$ cat src/design/rtpm_pkg.sv
// Shared types and constants for the route table prefix match block.
// Holds status and command codes and the controller/datapath interface structs.
// No dependencies.
`timescale 1ns / 1ps
`default_nettype none

package rtpm_pkg;

	localparam logic CMD_ADD    = 1'b0;
	localparam logic CMD_LOOKUP = 1'b1;

	localparam logic [1:0] ST_OK   = 2'd0;
	localparam logic [1:0] ST_MISS = 2'd1;
	localparam logic [1:0] ST_FULL = 2'd2;

	// controller -> datapath
	typedef struct packed {
		logic load;    // capture the incoming transfer
		logic eval;    // run the per-entry compares
		logic commit;  // update the table and load the result register
	} rtpm_cmd_t;

	// datapath -> controller
	typedef struct packed {
		logic out_free; // result register empty or being drained this cycle
	} rtpm_stat_t;

endpackage

`default_nettype wire

$ cat src/design/rtpm_ctrl.sv
// Controller state machine for the route table prefix match block.
// Sequences capture, compare and commit; depends on rtpm_pkg.
`timescale 1ns / 1ps
`default_nettype none

module rtpm_ctrl (
	input  wire                 clk,
	input  wire                 arst_n,
	input  wire                 in_valid,
	output logic                in_ready,
	input  rtpm_pkg::rtpm_stat_t stat,
	output rtpm_pkg::rtpm_cmd_t  cmd
);

	typedef enum logic [1:0] {
		S_IDLE,
		S_MATCH,
		S_COMMIT
	} state_t;

	state_t state_q;

	always_comb begin
		cmd        = '0;
		in_ready   = 1'b0;
		unique case (state_q)
			S_IDLE: begin
				in_ready = 1'b1;
			end
			S_MATCH: begin
				cmd.eval = 1'b1;
			end
			S_COMMIT: begin
				cmd.commit = stat.out_free;
				in_ready   = stat.out_free;
			end
			default: begin
				in_ready = 1'b0;
			end
		endcase
		cmd.load = in_valid && in_ready;
	end

	always_ff @(posedge clk or negedge arst_n) begin
		if (!arst_n) begin
			state_q <= S_IDLE;
		end else begin
			unique case (state_q)
				S_IDLE: begin
					if (cmd.load) state_q <= S_MATCH;
				end
				S_MATCH: begin
					state_q <= S_COMMIT;
				end
				S_COMMIT: begin
					// take the next transfer in the same cycle as the commit
					if (cmd.commit) state_q <= cmd.load ? S_MATCH : S_IDLE;
				end
				default: begin
					state_q <= S_IDLE;
				end
			endcase
		end
	end

endmodule

`default_nettype wire

$ cat src/design/rtpm_datapath.sv
// Datapath for the route table prefix match block: input capture, the row of
// route entries with per-entry compare, shift insertion and the result register.
// Depends on rtpm_pkg.
`timescale 1ns / 1ps
`default_nettype none

module rtpm_datapath #(
	parameter int DEPTH = 16
) (
	input  wire                  clk,
	input  wire                  arst_n,
	input  rtpm_pkg::rtpm_cmd_t  cmd,
	output rtpm_pkg::rtpm_stat_t stat,
	input  wire                  in_command,
	input  wire  [31:0]          in_address,
	input  wire  [31:0]          in_netmask,
	input  wire  [31:0]          in_gateway,
	input  wire  [15:0]          in_metric,
	input  wire  [7:0]           in_flags,
	input  wire  [3:0]           in_device,
	output logic                 out_valid,
	input  wire                  out_ready,
	output logic [1:0]           out_status,
	output logic [31:0]          out_net,
	output logic [31:0]          out_mask,
	output logic [31:0]          out_gateway,
	output logic [15:0]          out_metric,
	output logic [7:0]           out_flags,
	output logic [3:0]           out_device
);

	localparam int CW = $clog2(DEPTH + 1);

	// captured transfer
	logic        cmd_q;
	logic [31:0] addr_q, mask_q, gw_q;
	logic [15:0] metric_q;
	logic [7:0]  flags_q;
	logic [3:0]  dev_q;

	// route entries
	logic [31:0] net_q    [DEPTH];
	logic [31:0] emask_q  [DEPTH];
	logic [31:0] egw_q    [DEPTH];
	logic [15:0] emetric_q[DEPTH];
	logic [7:0]  eflags_q [DEPTH];
	logic [3:0]  edev_q   [DEPTH];
	logic [CW-1:0] count_q;

	// compare stage
	logic [DEPTH-1:0] hit_s1, ge_s1, at_end_s1;
	logic             full_s1;

	logic [DEPTH-1:0] first_hit;
	logic [DEPTH-1:0] take_prev, take_new;
	logic [31:0] sel_net, sel_mask, sel_gw;
	logic [15:0] sel_metric;
	logic [7:0]  sel_flags;
	logic [3:0]  sel_dev;
	logic        do_insert;

	assign stat.out_free = !out_valid || out_ready;

	always_ff @(posedge clk) begin
		if (cmd.load) begin
			cmd_q    <= in_command;
			addr_q   <= in_address;
			mask_q   <= in_netmask;
			gw_q     <= in_gateway;
			metric_q <= in_metric;
			flags_q  <= in_flags;
			dev_q    <= in_device;
		end
	end

	// every valid entry compares at once; masks are sorted descending, so the
	// ge vector is a run from the insert position up to the fill level
	always_ff @(posedge clk) begin
		if (cmd.eval) begin
			for (int k = 0; k < DEPTH; k++) begin
				hit_s1[k]    <= (CW'(k) < count_q) &&
					((addr_q & emask_q[k]) == (net_q[k] & emask_q[k]));
				ge_s1[k]     <= (CW'(k) < count_q) && (mask_q >= emask_q[k]);
				at_end_s1[k] <= (CW'(k) == count_q);
			end
			full_s1 <= (count_q == CW'(DEPTH));
		end
	end

	assign first_hit = hit_s1 & (~hit_s1 + DEPTH'(1));
	assign do_insert = cmd.commit && (cmd_q == rtpm_pkg::CMD_ADD) && !full_s1;

	always_comb begin
		for (int k = 0; k < DEPTH; k++) begin
			take_prev[k] = (k > 0) ? ge_s1[(k > 0) ? k - 1 : 0] : 1'b0;
			take_new[k]  = !take_prev[k] && (ge_s1[k] || at_end_s1[k]);
		end
	end

	always_comb begin
		sel_net    = '0;
		sel_mask   = '0;
		sel_gw     = '0;
		sel_metric = '0;
		sel_flags  = '0;
		sel_dev    = '0;
		for (int k = 0; k < DEPTH; k++) begin
			if (first_hit[k]) begin
				sel_net    = sel_net    | net_q[k];
				sel_mask   = sel_mask   | emask_q[k];
				sel_gw     = sel_gw     | egw_q[k];
				sel_metric = sel_metric | emetric_q[k];
				sel_flags  = sel_flags  | eflags_q[k];
				sel_dev    = sel_dev    | edev_q[k];
			end
		end
	end

	always_ff @(posedge clk) begin
		if (do_insert) begin
			for (int k = 0; k < DEPTH; k++) begin
				if (take_prev[k]) begin
					net_q[k]     <= net_q[(k > 0) ? k - 1 : 0];
					emask_q[k]   <= emask_q[(k > 0) ? k - 1 : 0];
					egw_q[k]     <= egw_q[(k > 0) ? k - 1 : 0];
					emetric_q[k] <= emetric_q[(k > 0) ? k - 1 : 0];
					eflags_q[k]  <= eflags_q[(k > 0) ? k - 1 : 0];
					edev_q[k]    <= edev_q[(k > 0) ? k - 1 : 0];
				end else if (take_new[k]) begin
					net_q[k]     <= addr_q;
					emask_q[k]   <= mask_q;
					egw_q[k]     <= gw_q;
					emetric_q[k] <= metric_q;
					eflags_q[k]  <= flags_q;
					edev_q[k]    <= dev_q;
				end
			end
		end
	end

	always_ff @(posedge clk or negedge arst_n) begin
		if (!arst_n) begin
			count_q   <= '0;
			out_valid <= 1'b0;
		end else begin
			if (do_insert) count_q <= count_q + CW'(1);
			if (cmd.commit) out_valid <= 1'b1;
			else if (out_ready) out_valid <= 1'b0;
		end
	end

	always_ff @(posedge clk) begin
		if (cmd.commit) begin
			if (cmd_q == rtpm_pkg::CMD_LOOKUP && hit_s1 != '0) begin
				out_status  <= rtpm_pkg::ST_OK;
				out_net     <= sel_net;
				out_mask    <= sel_mask;
				out_gateway <= sel_gw;
				out_metric  <= sel_metric;
				out_flags   <= sel_flags;
				out_device  <= sel_dev;
			end else begin
				priority if (cmd_q == rtpm_pkg::CMD_LOOKUP) out_status <= rtpm_pkg::ST_MISS;
				else if (full_s1) out_status <= rtpm_pkg::ST_FULL;
				else out_status <= rtpm_pkg::ST_OK;
				out_net     <= '0;
				out_mask    <= '0;
				out_gateway <= '0;
				out_metric  <= '0;
				out_flags   <= '0;
				out_device  <= '0;
			end
		end
	end

`ifndef SYNTH
	a_count_bound: assert property (@(posedge clk) disable iff (!arst_n)
		count_q <= CW'(DEPTH))
		else $error("route count above table depth");

	a_commit_free: assert property (@(posedge clk) disable iff (!arst_n)
		cmd.commit |-> (!out_valid || out_ready))
		else $error("result overwritten before transfer");

	a_insert_grows: assert property (@(posedge clk) disable iff (!arst_n)
		do_insert |=> count_q == $past(count_q) + CW'(1))
		else $error("insert did not grow the table");

	a_single_hit: assert property (@(posedge clk) disable iff (!arst_n)
		cmd.commit |-> $onehot0(first_hit))
		else $error("more than one entry selected");
`endif

endmodule

`default_nettype wire

$ cat src/design/route_table_prefix_match_top.sv
// Top level of the route table prefix match block.
// Instantiates rtpm_ctrl and rtpm_datapath; depends on rtpm_pkg.
`timescale 1ns / 1ps
`default_nettype none

// IPv4 route table with longest-mask-first order. Each slave transfer is a
// command: add a route (tuser = 0) or look up an address (tuser = 1). Routes
// are kept sorted by netmask, largest first; an add goes ahead of the first
// entry whose mask is not larger, so among equal masks the newest wins. A
// lookup returns the first entry where address and net agree under the
// entry's mask. Every command yields exactly one master transfer carrying a
// status in tuser (0 ok or hit, 1 miss, 2 table full) and, for a hit, the
// matched route in tdata; otherwise tdata is zero. The table is empty after
// reset. Each command first compares against all entries in parallel and
// then commits (shift-insert or select the hit into the result register).
// A new command is taken in the commit cycle, while the result register
// drains; a stalled master side holds the commit and thus the slave side.

module route_table_prefix_match_top #(
	parameter int TABLE_DEPTH = 16
) (
	input  wire          clk,
	input  wire          arst_n,
	input  wire          s_tvalid,
	output logic         s_tready,
	// [31:0] address, [63:32] netmask, [95:64] gateway, [111:96] metric,
	// [119:112] route_flags, [123:120] device_id, [127:124] zero
	input  wire  [127:0] s_tdata,
	// [0] command
	input  wire  [0:0]   s_tuser,
	output logic         m_tvalid,
	input  wire          m_tready,
	// [31:0] match_net, [63:32] match_mask, [95:64] match_gateway,
	// [111:96] match_metric, [119:112] match_flags, [123:120] match_device,
	// [127:124] zero
	output logic [127:0] m_tdata,
	// [1:0] status
	output logic [1:0]   m_tuser
);

	rtpm_pkg::rtpm_cmd_t  cmd;
	rtpm_pkg::rtpm_stat_t stat;

	logic [31:0] out_net, out_mask, out_gateway;
	logic [15:0] out_metric;
	logic [7:0]  out_flags;
	logic [3:0]  out_device;

	rtpm_ctrl u_ctrl (
		.clk      (clk),
		.arst_n   (arst_n),
		.in_valid (s_tvalid),
		.in_ready (s_tready),
		.stat     (stat),
		.cmd      (cmd)
	);

	rtpm_datapath #(
		.DEPTH (TABLE_DEPTH)
	) u_dp (
		.clk         (clk),
		.arst_n      (arst_n),
		.cmd         (cmd),
		.stat        (stat),
		.in_command  (s_tuser[0]),
		.in_address  (s_tdata[31:0]),
		.in_netmask  (s_tdata[63:32]),
		.in_gateway  (s_tdata[95:64]),
		.in_metric   (s_tdata[111:96]),
		.in_flags    (s_tdata[119:112]),
		.in_device   (s_tdata[123:120]),
		.out_valid   (m_tvalid),
		.out_ready   (m_tready),
		.out_status  (m_tuser),
		.out_net     (out_net),
		.out_mask    (out_mask),
		.out_gateway (out_gateway),
		.out_metric  (out_metric),
		.out_flags   (out_flags),
		.out_device  (out_device)
	);

	// pack the result fields, padding the top nibble with zeros
	assign m_tdata = {4'b0, out_device, out_flags, out_metric,
		out_gateway, out_mask, out_net};

endmodule

`default_nettype wire
$ cat config.mk
export PLATFORM = sky130hd
export DESIGN_NAME = route_table_prefix_match_top
export DESIGN_NICKNAME = d
export VERILOG_FILES = /design/src/design/rtpm_pkg.sv /design/src/design/rtpm_ctrl.sv /design/src/design/rtpm_datapath.sv /design/src/design/route_table_prefix_match_top.sv
export SDC_FILE = /design/constraint.sdc
export NUM_CORES = 2
export LEC_CHECK = 0
export BUFFER_PORTS_ARGS = -buffer_cell sky130_fd_sc_hd__buf_2
export CORE_UTILIZATION = 32
export DETAILED_ROUTE_END_ITERATION = 8
export SYNTH_ARGS = -nofsm -noshare
export SYNTH_HDL_FRONTEND = slang
export SYNTH_HIERARCHICAL = 1
export SYNTH_SLANG_ARGS = --single-unit
export TNS_END_PERCENT = 30
$ cat constraint.sdc
create_clock -name clk -period 19.5 [get_ports clk]
set_clock_uncertainty 0.05 [all_clocks]
set_input_delay 1.95 -clock clk [delete_from_list [all_inputs] [get_ports clk]]
set_output_delay 1.95 -clock clk [all_outputs]
set_load 0.005 [all_outputs]
# Word-level counts from Yosys, hierarchy flattened
# Memory sizes are Yosys's and may differ from the RTL's.
# Cells that the tools add are included.
# totals
ff_bits	308
latchBits	0
ramBits	1984
mem_bits_ro	0
inputBits	133
out_inout_bits	132
wordCells	709
n_memories	6
# classes
addsub	2
mul	0
div	0
magnitude_cmp	32
eq_ne	36
n_shift	0
n_mux	305
bitwise_logic	215
reduce_logical	91
# mem_list
name	depth	width	read_ports	rd_clocked_by_memory_dff	wr	line_no	rtl
u_dp.egw_q	16	32	16	0	16	rtpm_datapath.sv:44	logic [31:0] egw_q [DEPTH];
u_dp.emask_q	16	32	16	0	16	rtpm_datapath.sv:43	logic [31:0] emask_q [DEPTH];
u_dp.net_q	16	32	16	0	16	rtpm_datapath.sv:42	logic [31:0] net_q [DEPTH];
u_dp.emetric_q	16	16	16	0	16	rtpm_datapath.sv:45	logic [15:0] emetric_q[DEPTH];
u_dp.eflags_q	16	8	16	0	16	rtpm_datapath.sv:46	logic [7:0] eflags_q [DEPTH];
u_dp.edev_q	16	4	16	0	16	rtpm_datapath.sv:47	logic [3:0] edev_q [DEPTH];
# ops
op	count
$mux 32	93
$or 32x32->32	45
$and 32x32->32	32
$eq 32x32->1	16
$ge 32x32->1	16
$mux 16	31
$mux 8	31
$or 16x16->16	15
$mux 4	31
$or 8x8->8	15
$mux 1	114
$or 1x1->1	90
$or 4x4->4	15
$logic_and 1x1->1	51
$eq 4x5->1 const A	8
$lt 4x5->1 const A	8
$eq 3x5->1 const A	4
$lt 3x5->1 const A	4
$logic_not 1->1	17
$logic_or 1x1->1	17
$add 16x1->16 const B	1
$and 16x16->16	1
$not 16->16	1
$reduce_bool 16->1	1
other kinds (18)	24

# Longest topological paths before layout
# logic_depth
word_depth	34
ltp_mapped	11
ltp_nobuf	8

# By module
# The synthesis kept the hierarchy.
# by_module_without_submodules
module	instances	cells_each	area_each_um2	seq_area_each_um2
rtpm_datapath	1	10153	123878.8	68735.9
rtpm_ctrl	1	11	117.6	50.0
route_table_prefix_match_top	1	5	33.8	0.0

# Worst setup path after synthesis
# OpenSTA, ideal clock, no wires.
# synth_path
path_kind	in2reg
from	input m_tready
to	memory u_dp.edev_q[1][0] (netlist: u_dp/edev_q[0][4]), enable pin
setup_time_ns	0.610
t_arrival_ns	17.800
t_required_ns	18.840
path_slack_ns	1.040
path_stages	8
path_buffers	3
cell_sequence	nand2b_1 > inv_1 > nor3b_1 > or3b_2 > clkbuf_1 > clkbuf_1 > buf_1 > nor2_1
# synth_lines
item	line_no	rtl
start: declaration	route_table_prefix_match_top.sv:32	input wire m_tready,
end: declaration	rtpm_datapath.sv:47	

==> results.py <==
metrics = {
    "yosys": {
        "synth_common_cells": "edfxtp_1, mux2_2, nand2_1",
        "synth_compound_area_share_pct": 13.6,
        "syn_inst": 10200,
        "synthSimpleGateAreaFrac_pct": 5.28,
        "synth_area_leader_cell": "edfxtp_1",
        "synth.most_common_cell": "edfxtp_1",
        "synth_top_family_by_area": "compound AO/OA/AOI/OAI gates",
        "seq_area_frac_synth_pct": 55.5,
        "yosys-top-cells-area": "edfxtp_1, mux2_2, ha_1",
        "synthAdderAreaFrac_pct": 5.20,
        "yosysUniqueCellTypes": 68,
        "synth_area_um2": 124000,
        "synth_edf_count": 2284,
        "synth_xor_area_share_pct": 3.64,
        "synthFlopType": "edfxtp_1",
        "yosys_warnings": 6,
        "synth_mux_area_share_pct": 12.7,
        "ys_ff_latch": 2292,
        "async_flop_share_pct": 0.349,
        "synth_top_area_share_pct": 55.3,
        "syn_area_per_cell_um2": 12.2,
    },
    "finish": {
        "areaGrowthSynthToFinish_pct": 12.7,
        "final_cells": 15600,
        "fin_area_um2": 140000,
        "final_layout_size_suffix_gt1_share_pct": 22.7,
        "final_core_util_pct": 36.2,
        "fin_nets": 10800,
    },
    "power": {
        "leakagePower_nw": 47.2,
        "combPwrFrac_pct": 11.3,
        "p_sw_mw": 3.37,
        "swShare_pct": 27.2,
        "power_mw": 12.4,
        "seqPwrFrac_pct": 46.6,
        "power_frac_clock_pct": 42.1,
        "ir_drop_mv": 0.0648,
        "power_density_nw_per_um2": 88.8,
        "p_int_mw": 9.04,
    },
    "clock_tree": {
        "clock_latency_ns": 0.95,
        "cts_root_buf": "clkbuf_16",
        "cts_tree": "built",
        "numClockSinks": 2292,
        "post_cts_buffers": 0,
        "ctsHoldBuffers": 0,
        "path_clk_slew_ns": 0.06,
        "ctsResizeCount": 0,
        "htree_levels": 5,
        "numCtsBuffers": 279,
        "cts_buffer_depth": 4,
    },
    "hold_path": {
        "hold_depth": 1,
        "hold_class": "reg2reg",
    },
    "worst_setup_path": {
        "cp.arrival_ns": 7.01,
        "cp-start-kind": "input port",
        "worst-path-max-fanout": 60,
        "critical_path.max_stage_delay_ns": 0.86,
        "cp-end-kind": "flop",
        "crit_required_ns": 20.08,
        "worst-path-buf-inv": 7,
        "cp.depth": 12,
        "crit_family": "buffers and inverters",
        "path_cells": "buf_2 -> nand2b_1 -> inv_1 -> nor3b_2 -> buf_4 -> or3b_2 -> buf_4 -> nor3_2 -> buf_4 -> buf_4 -> buf_4 -> mux2_2",
        "r2r_cells": 11,
        "critical_path_class": "in2reg",
        "critical-path-slowest-cell": "buf_4",
        "crit_top_cell": "buf_4",
    },
    "die": {
        "die_height_um": 625,
        "core.rowCount": 228,
        "die_x_um": 625,
        "core_area_um2": 386000,
        "dieArea_um2": 390000,
        "io_pins": 265,
        "start_util_pct": 32.2,
    },
    "routing": {
        "viasPerCell": 5.80,
        "dr_total_vias": 90200,
        "remaining_drc_errors": 0,
        "ant_nets": 0,
        "drtIter0Drc": 13400,
        "avgRoutedWirePerCell_um": 31.5,
        "first_pass_iters": 8,
        "postRouteWirelength_mm": 490,
    },
    "sta": {
        "fin_crit_sh_pct": 33.0,
        "setup_viol": 0,
        "fmax_ghz": 0.156,
        "hold_viol_final": 0,
        "hold_ws_ns": 0.472,
        "grt_setup_unrepaired": "no",
        "relSlewSlack_pct": 9.93,
        "worst_slew_pin_slew_ns": 1.34,
        "worst_slack_ns": 13.07,
        "setup_tns_ns": 0,
        "drv_slew": 0,
        "period_minus_slack_ns": 6.43,
    },
    "global_routing": {
        "grt_overflow": 0,
        "antenna_found_initial": 32,
        "grt_pass1_wl_mm": 673,
        "track_usage_pct": 24.2,
        "grt_max_degree": 184,
        "grt_pass1_vias": 83800,
    },
    "place": {
        "placed_cell_area_um2": 131000,
        "post-place-ws_ns": 12.15,
        "port_buffers": 256,
        "place_inst": 15000,
        "place.gp.congestion": 1.05,
        "hpwl_mm": 338,
    },
    "job": {
        "maxCapViolCount": 0,
    },
    "status": {
        "status": "finished, final reports clean",
    },
}
[path summary, 6_finish.rpt]
kind                       slack, ns          startpoint                     end
max reg2reg                    13.87      u_dp/out_valid  u_dp/emetric_q[1][111]
min reg2reg                     0.47  u_dp/edev_q[0][17]      u_dp/edev_q[0][21]
min                             0.47  u_dp/edev_q[0][17]      u_dp/edev_q[0][21]
max in group asynchronous      18.34              arst_n       u_ctrl/state_q[1]
max                            13.07            m_tready  u_dp/emetric_q[1][111]
min in group asynchronous       0.84              arst_n         u_dp/count_q[3]
[metal layers]
| layer | vias up | global-route usage (%) | wire, µm | share of wire [%] |
|---|---|---|---|---|
| met5 | - | 0 | 122 | 0.025 |
| met1 | 44900 | 32.0 | 192000 | 39 |
| li1 | 38700 | - | - | - |
| met3 | 1026 | 5.38 | 52500 | 11 |
| met2 | 5570 | 36.0 | 209000 | 43 |
| met4 | 20 | 15.2 | 35900 | 7.3 |
[layout make-up]
type	instances	area [µm²]
sequential	2292	68800
fill	37700	246000
antenna	17	42.5
clock buffer	342	7430
timing repair buffer	499	3270
clock inverter	152	1440
tap	5175	6470
multi-input combinational	6576	50500
inverter	504	1890
[sequential cells by signal, indices dropped and copies added, names as in the netlist, 32 cells and up]
signal	count
u_dp/addr_q	32
u_dp/out_mask	32
u_dp/out_gateway	32
u_dp/eflags_q	128
u_dp/egw_q	512
u_dp/gw_q	32
u_dp/out_net	32
u_dp/emask_q	512
u_dp/emetric_q	256
u_dp/net_q	512
u_dp/mask_q	32
u_dp/edev_q	64
[power groups by stage]
stage	Clock, mW	Sequential [mW]	Combinational (mW)
4_1_cts	5.32	5.77	1.37
2_1_floorplan	0	5.84	0.755
5_1_grt	5.49	5.79	1.47
3_3_place_gp	0	5.87	1.35
6_report	5.23	5.78	1.40
3_5_place_dp	0	5.87	1.36
[placed cells by master, fill, tap and decap left out, types with 13 or more instances in the layout]
cell type / n
nand2_1: 926
nand4_1: 88
bufinv_16: 22
a21oi_1: 428
inv_1: 504
edfxtp_1: 2284
clkinv_2: 49
nand3_1: 76
nor3_2: 15
a22oi_1: 492
a221o_1: 92
o21ai_0: 859
buf_12: 13
a222oi_1: 124
a22o_1: 19
ha_1: 515
buf_4: 228
nor2_1: 240
xnor2_1: 210
nand2b_1: 20
nor2_4: 19
a21o_1: 83
diode_2: 17
nor2b_1: 14
a211oi_1: 75
a221oi_1: 143
clkinv_1: 48
clkbuf_1: 52
xor2_1: 306
buf_2: 257
o22ai_1: 108
clkbuf_16: 288
mux2_2: 1395
nor3_1: 64
a31oi_1: 114
[worst register-to-register path: stages (launching register included)]
cell and delay [ns]:
dfrtp_1 0.36, nand2b_1 0.13, inv_1 0.13, nor3b_2 0.23
buf_4 0.49, or3b_2 0.52, buf_4 0.37, nor3_2 0.24
buf_4 0.57, buf_4 0.83, buf_4 0.95, mux2_2 0.53
[cell families after synthesis]
logic type,count (synthesis)
buf+inv,1304
other cells,1
fa+ha+maj,515
xor+xnor,516
simple gates,1536
mux,1395
compound gates,2610
flops,2292
No activity file was read; power rests on OpenSTA's default activity.
